==> src/design/ficsc_pkg.sv <==
// Shared types, codes and constants of the flow inter-arrival chi-square classifier.
// No dependencies; used by the top level and the serial divider.
`default_nettype none
package ficsc_pkg;

   localparam int FLOW_SLOTS = 256;
   localparam int MAX_BINS   = 7;
   localparam int SLOT_W     = $clog2(FLOW_SLOTS);
   localparam int BIN_AW     = $clog2(FLOW_SLOTS * MAX_BINS);
   localparam int BIN_IW     = $clog2(MAX_BINS + 1);

   localparam int KEY_MULT   = 59;
   localparam int MIN_HDR    = 5;
   localparam int PROTO_TCP  = 6;
   localparam int ZERO_BIN_X = 5;

   localparam int NUM_W  = 50;   // (diff^2) << 16
   localparam int DEN_W  = 16;
   localparam int DIFF_W = 17;
   localparam int SQ_W   = 34;
   localparam int SUM_W  = 53;

   localparam logic [31:0] THRESHOLD_RESET = 32'd1000000;
   localparam logic [15:0] PPT_RESET       = 16'd300;
   localparam logic [2:0]  BINS_RESET      = 3'd7;

   // status codes
   localparam logic [2:0] STATUS_NEW      = 3'd0;
   localparam logic [2:0] STATUS_COUNTED  = 3'd1;
   localparam logic [2:0] STATUS_PASSED   = 3'd2;
   localparam logic [2:0] STATUS_FAILED   = 3'd3;
   localparam logic [2:0] STATUS_TRUSTED  = 3'd4;
   localparam logic [2:0] STATUS_UNRECOG  = 3'd5;
   localparam logic [2:0] STATUS_CONFLICT = 3'd6;
   localparam logic [2:0] STATUS_DROPPED  = 3'd7;

   // slot states
   localparam logic [1:0] SLOT_FREE    = 2'd0;
   localparam logic [1:0] SLOT_COLLECT = 2'd1;
   localparam logic [1:0] SLOT_TRUSTED = 2'd2;
   localparam logic [1:0] SLOT_UNRECOG = 2'd3;

   // register indexes
   localparam logic [2:0] CSR_EDGES_0_1 = 3'd0;
   localparam logic [2:0] CSR_EDGES_2_3 = 3'd1;
   localparam logic [2:0] CSR_EDGES_4_5 = 3'd2;
   localparam logic [2:0] CSR_EDGE_6    = 3'd3;
   localparam logic [2:0] CSR_BINS      = 3'd4;
   localparam logic [2:0] CSR_THRESHOLD = 3'd5;
   localparam logic [2:0] CSR_PPT       = 3'd6;

   typedef struct packed {
      logic [3:0]  ip_header_words;
      logic [7:0]  protocol;
      logic [31:0] src_ip;
      logic [31:0] dst_ip;
      logic [15:0] src_port;
      logic [15:0] dst_port;
      logic [63:0] arrival_us;
   } req_type;

   typedef struct packed {
      logic [2:0]  status;
      logic [31:0] flow_key;
      logic [39:0] statistic;
      logic [31:0] trusted_packets;
   } rsp_type;

   typedef struct packed {
      logic [1:0]  state;
      logic [31:0] key;
      logic [63:0] last_time;
      logic [15:0] count;
   } slot_entry_type;

   typedef struct packed {
      logic              start;
      logic [NUM_W-1:0]  numer;
      logic [DEN_W-1:0]  denom;
   } div_req_type;

   typedef enum logic [3:0] {
      ST_IDLE, ST_KEY, ST_READ, ST_LOOK, ST_CLEAR, ST_SCAN, ST_BIN_RD, ST_BIN_WR,
      ST_UPD, ST_CHI_RD, ST_CHI_SQ, ST_CHI_MUL, ST_DIV_GO, ST_DIV_WAIT, ST_VERDICT
   } fsm_type;

   function automatic logic [DIFF_W-1:0] ref_count(input logic [BIN_IW-1:0] idx);
      logic [DIFF_W-1:0] val;
      case (idx)
         3'd0:    val = 17'd23;
         3'd1:    val = 17'd96714;
         3'd2:    val = 17'd25852;
         3'd3:    val = 17'd100444;
         3'd4:    val = 17'd7564;
         3'd5:    val = 17'd5;
         3'd6:    val = 17'd19433;
         default: val = '0;
      endcase
      return val;
   endfunction

endpackage
`default_nettype wire

==> src/design/ficsc_divider.sv <==
// Restoring bit-serial divider for one chi-square term, one quotient bit per cycle.
// Depends on ficsc_pkg.
`default_nettype none
module ficsc_divider (
   input  wire logic                        clock,
   input  wire logic                        reset,
   input  wire ficsc_pkg::div_req_type      div_req,
   output logic                             div_done,
   output logic [ficsc_pkg::NUM_W-1:0]      div_quot
);

   localparam int CNT_W = $clog2(ficsc_pkg::NUM_W);

   logic                           run_ff, run_in;
   logic                           done_ff, done_in;
   logic [CNT_W-1:0]               cnt_ff, cnt_in;
   logic [ficsc_pkg::NUM_W-1:0]    q_ff, q_in;
   logic [ficsc_pkg::DEN_W-1:0]    rem_ff, rem_in;
   logic [ficsc_pkg::DEN_W-1:0]    den_ff, den_in;
   logic [ficsc_pkg::DEN_W:0]      rem_shift;
   logic [ficsc_pkg::DEN_W:0]      rem_diff;
   logic                           ge;

   always_comb begin
      run_in    = run_ff;
      done_in   = 1'b0;
      cnt_in    = cnt_ff;
      q_in      = q_ff;
      rem_in    = rem_ff;
      den_in    = den_ff;
      rem_shift = {rem_ff, q_ff[ficsc_pkg::NUM_W-1]};
      rem_diff  = rem_shift - {1'b0, den_ff};
      ge        = rem_shift >= {1'b0, den_ff};
      if (div_req.start) begin
         run_in = 1'b1;
         cnt_in = '0;
         q_in   = div_req.numer;
         rem_in = '0;
         den_in = div_req.denom;
      end else if (run_ff) begin
         // quotient bits shift in behind the numerator bits
         rem_in = ge ? rem_diff[ficsc_pkg::DEN_W-1:0] : rem_shift[ficsc_pkg::DEN_W-1:0];
         q_in   = {q_ff[ficsc_pkg::NUM_W-2:0], ge};
         cnt_in = cnt_ff + 1'b1;
         if (cnt_ff == CNT_W'(ficsc_pkg::NUM_W - 1)) begin
            run_in  = 1'b0;
            done_in = 1'b1;
         end
      end
   end

   always_ff @(posedge clock) begin
      if (reset) begin
         run_ff  <= 1'b0;
         done_ff <= 1'b0;
      end else begin
         run_ff  <= run_in;
         done_ff <= done_in;
      end
      cnt_ff <= cnt_in;
      q_ff   <= q_in;
      rem_ff <= rem_in;
      den_ff <= den_in;
   end

   assign div_done = done_ff;
   assign div_quot = q_ff;

endmodule
`default_nettype wire

==> config.mk <==
export PLATFORM = sky130hd
export DESIGN_NAME = ficsc_divider
export DESIGN_NICKNAME = d
export VERILOG_FILES = /design/src/design/ficsc_pkg.sv /design/src/design/ficsc_divider.sv
export SDC_FILE = /design/constraint.sdc
export NUM_CORES = 1
export LEC_CHECK = 0
export BUFFER_PORTS_ARGS = -buffer_cell sky130_fd_sc_hd__buf_2
export CORE_MARGIN = 1.5
export CORE_UTILIZATION = 40
export DETAILED_ROUTE_END_ITERATION = 10
export MAX_ROUTING_LAYER = met4
export PLACE_DENSITY_LB_ADDON = 0.25
export REMOVE_ABC_BUFFERS = 1
export SYNTH_ARGS = -nofsm -noshare
export SYNTH_HDL_FRONTEND = slang
export SYNTH_SLANG_ARGS = --single-unit
==> constraint.sdc <==
create_clock -name clock -period 2.5 [get_ports clock]
set_input_delay 0.375 -clock clock [delete_from_list [all_inputs] [get_ports clock]]
set_output_delay 0.375 -clock clock [all_outputs]
set_load 0.02 [all_outputs]
======== After elaboration in Yosys (flattened, before gate mapping) ========
Cells that the tools add are included.
cells by class
  reductions and logical operators ........ 2
  $add $sub $neg .......................... 2
  mux-type cells .......................... 7
  equal/unequal tests ..................... 1
  magnitude comparators ................... 1
  bitwise gates (word level) .............. 1
operator list
  kind                                                            number
  50-bit 2-to-1 mux                                               2
  17-bit by 16-bit greater-or-equal comparator with 1-bit output  1
  16-bit 2-to-1 mux                                               1
  16-bit subtractor                                               1
  6-bit by 1-bit adder with 6-bit output (second input constant)  1
  6-bit == test (second input constant)                           1
  1-bit 2-to-1 mux                                                4
  3-bit OR reduction                                              1
  2-bit nonzero test                                              1
  1-bit NOT                                                       1
word-level totals
  register bits after elaboration ......... 90
  input port bits ......................... 69
  word-level logic and storage cells ...... 20
  output and inout bits ................... 51

======== Logic depth before layout (Yosys ltp) ========
  word-level depth ........................ 4
  depth in mapped cells ................... 10
  mapped depth without buffers ............ 9

======== Least setup slack after synthesis ========
Ideal clock, no wire load.
  path type ............................... reg-to-reg
  from .................................... register den_ff[9] (netlist name)
  to ...................................... register rem_ff[14] (netlist name)
  data required time ...................... 2.378 ns
  clock period less this slack ............ 2.404 ns
  stages on the path, launching flop included .. 11
  slack ................................... 0.096 ns
  library setup time ...................... 0.122 ns
  buffers on the path ..................... 2
  data arrival time ....................... 2.282 ns
  path through ............................ edfxtp_1 -> inv_1 -> ha_1 -> buf_2 -> nand4_1 -> or4_1 -> and4_4 -> a31oi_4 -> buf_6 -> nor3_1 -> a311o_1
between the ends
  cells in the longest elaborated chain, start to end .. 2
ends and longest elaborated chain
  what                                                                                                        line                                      RTL
  from (decl)                                                                                                 ficsc_divider.sv:19                       logic [ficsc_pkg::DEN_W-1:0] den_ff, den_in;
  from (signal assigned)                                                                                      ficsc_divider.sv:63                       den_ff <= den_in;
  16-bit subtractor / 17-bit by 16-bit greater-or-equal comparator with 1-bit output (equally long branches)  ficsc_divider.sv:32, ficsc_divider.sv:33
  16-bit 2-to-1 mux (*)                                                                                       ficsc_divider.sv:42                       rem_in = ge ? rem_diff[ficsc_pkg::DEN_W-1:0] : rem_shift[ficsc_pkg::DEN_W-1:0];
  to (signal assigned)                                                                                        ficsc_divider.sv:62                       rem_ff <= rem_in;
  to (decl)                                                                                                   ficsc_divider.sv:18                       logic [ficsc_pkg::DEN_W-1:0] rem_ff, rem_in;
Every way passes the cells marked *; elsewhere a longest branch is shown, timed or not.
A chain may end at the register's enable or synchronous reset.

======== Worst setup path after layout ========
  from .................................... register den_ff[11] (netlist name)
  to ...................................... register rem_ff[12] (netlist name)
The elaborated chain is that of the path after synthesis.

==> run metrics <==
status completed; Syn Area/Cell 11.7 um^2; largest net degree at the start of global routing 93; gr ovfl total 0; Synth Area in Adders 5.28%; clock slew at reported path FFs 0.06 ns; Tmin final 2.48 ns; initial core utilization 40.8%; Max VDD drop 489 uV; Ports 120; final worst slack 0.0206 ns; most frequent cell after synthesis edfxtp_1; Hold WC Path Type input port to register; antenna cells 0; Main synth FF type edfxtp_1; synth unique cells 53; first-pass detailed-route iteration total 4; clock skew 0.00861 ns; Die X 111 um; Cells after Synth 397; final setup violation count 0; Worst Tran Pin Value 1.15 ns; worst path arrival time 2.69 ns; Async SR Flop Fraction 0%; post-synthesis sequential area ratio 53.0%; drt wl/cell 15.7 um; share of cells above drive strength 1 43.7%; HPWL after DPL 7360 um; CP required 2.71 ns; Die H 111 um; Synth Area in Compound Gates 11.3%; final slew viol count 0; Crit. End Element register; Static Leakage 2.43 nW; first-pass GRT wire length 17000 um; final antenna-violating net count 0; Vias 3523; slew margin rel. 23.1%; Port Buffers 119; Ys Warns 0; Clock Path Buffers 2; routed wire length 10700 um; fin crit share 99.2%; CP Launch Type register; final hold violation count 0; crit-path max cell delay 0.53 ns; Max Freq 403 MHz; clock latency on the worst-skew pair 0.35 ns; FP Rows 39; max cap viols 0; vias in the first global route 3516; crit-path cells inv_1, ha_4, nand4_1, or4_1, and4_4, a31oi_4, buf_6, mux2i_2, a211oi_1; flop and latch count out of synthesis 90; Num CTS Buffers 9; initial antenna violation count 0; CTS tree done; # clock sinks 90; area of the core 11400 um^2; hold buffer count at CTS 0; synth cell count leaders edfxtp_1 (66), mux2_2 (50), nor2_1 (32); Nets 618; post-synthesis mux area share 13.2%; power per cell area 700 nW/um^2; cell taking the most area after synthesis edfxtp_1; simple logic cell fraction of the synthesized area 10.9%; Syn-to-layout area delta 29.9%; Synth Area in XOR/XNOR 2.26%; RSZ-0062 raised after global routing yes; category of the most critical setup path register to register; largest family of logic cells by synthesized area multiplexers; Post-synth EDFFs 66; Setup TNS 0 ns; post-synthesis cell area 4640 um^2; pre-CTS setup slack -0.0271 ns; GRT Total Usage 17.8%; vias per cell 5.20; Yosys top cell area share 42.7%; die area 12300 um^2; root cell of the clock tree clkbuf_16; critical-path cell with the highest stage delay or4_1; residual DRC count 0; GP Congestion 0.851; largest cells by area after synthesis edfxtp_1 (43%), mux2_2 (12%), dfxtp_1 (10%), ha_1 (4.9%), nor2_1 (2.6%); Worst Path Max Fanout 7; Initial DRC Count 174; H-tree depth 3
-- sequential cells by signal (all words and copies together) (netlist names) --
register and cells:
cnt_ff 6, run_ff 1, rem_ff 16, div_done 1, den_ff 16, div_quot 50
-- report_power, final --
group	total, mW	switching [mW]	internal [mW]
Sequential	1.84	0.0767	1.76
Clock	1.44	0.557	0.879
Combinational	0.948	0.516	0.432
-- layer usage --
layer / wire length [um] / vias to the layer above / GRT usage [%]
li1: - / 1747 / -
met1: 4930 / 1655 / 23.3
met2: 4890 / 103 / 26.4
met3: 596 / 18 / 4.21
met4: 237 / 0 / 7.78
met5: 0 / - / -
-- layout make-up --
cell class | instances | area, um^2
inverters | 23 | 86.3
repair buffers | 143 | 812
multi-input cells | 263 | 2180
fillers | 1024 | 5340
clock inverters | 4 | 76.3
flip-flops and latches | 90 | 2460
clock buffers | 12 | 236
well taps | 143 | 179
-- stage by stage --
step / util (%) / std cells / instance area, um^2 / total power [mW] / hold WS [ns]
final: 53.1 / 678 / 6030 / 4.23 / 0.200
after CTS: 51.1 / 674 / 5800 / 4.18 / 0.190
after global placement: 48.2 / 658 / 5490 / 2.72 / 0.469
after detailed placement: 48.2 / 658 / 5490 / 2.73 / 0.501
after floorplan: - / 376 / 4550 / 2.40 / 0.444
after global routing: 53.1 / 678 / 6030 / 4.41 / 0.191
-- critical path, delay by kind of cell (launching register included) --
family	cells	cell delay [ns]
flops	1	0.33
compound gates	2	0.42
buf+inv	2	0.24
fa+ha+maj	1	0.28
simple gates	3	0.83
mux	1	0.24
-- path summary, 6_finish.rpt --
kind | cells past startpoint | endpoint | slack [ns] | startpoint
setup / recovery | 9 | rem_ff[12] | 0.02 | den_ff[11]
setup reg to reg | 9 | rem_ff[12] | 0.02 | den_ff[11]
hold / removal | 1 | den_ff[8] | 0.20 | div_req[8]
hold reg to reg | 2 | cnt_ff[5] | 0.51 | cnt_ff[5]
-- cells in the final DEF (no fill, tap or decap), types with 13 or more instances in the layout --
cell type and n:
a21oi_1 18, nor2_1 32, mux2_2 49, dfxtp_1 24
nand2b_1 13, buf_2 119, edfxtp_1 66, nand2_1 19
inv_1 20, buf_4 19
-- timing repair --
| action | 4_1_cts | 5_1_grt |
|---|---|---|
| pin swaps | 1 | 15 |
| buffers inserted | 0 | 3 |
| gates resized for setup | 2 | 30 |
| setup endpoints to repair | 10 | 14 |
| cloned | 0 | 1 |
-- kinds of logic after synthesis --
group,count (synthesis)
buf+inv,44
fa+ha+maj,19
flops,90
compound gates,76
xor+xnor,12
simple gates,101
mux,55
(Power assumes the default switching activity.)
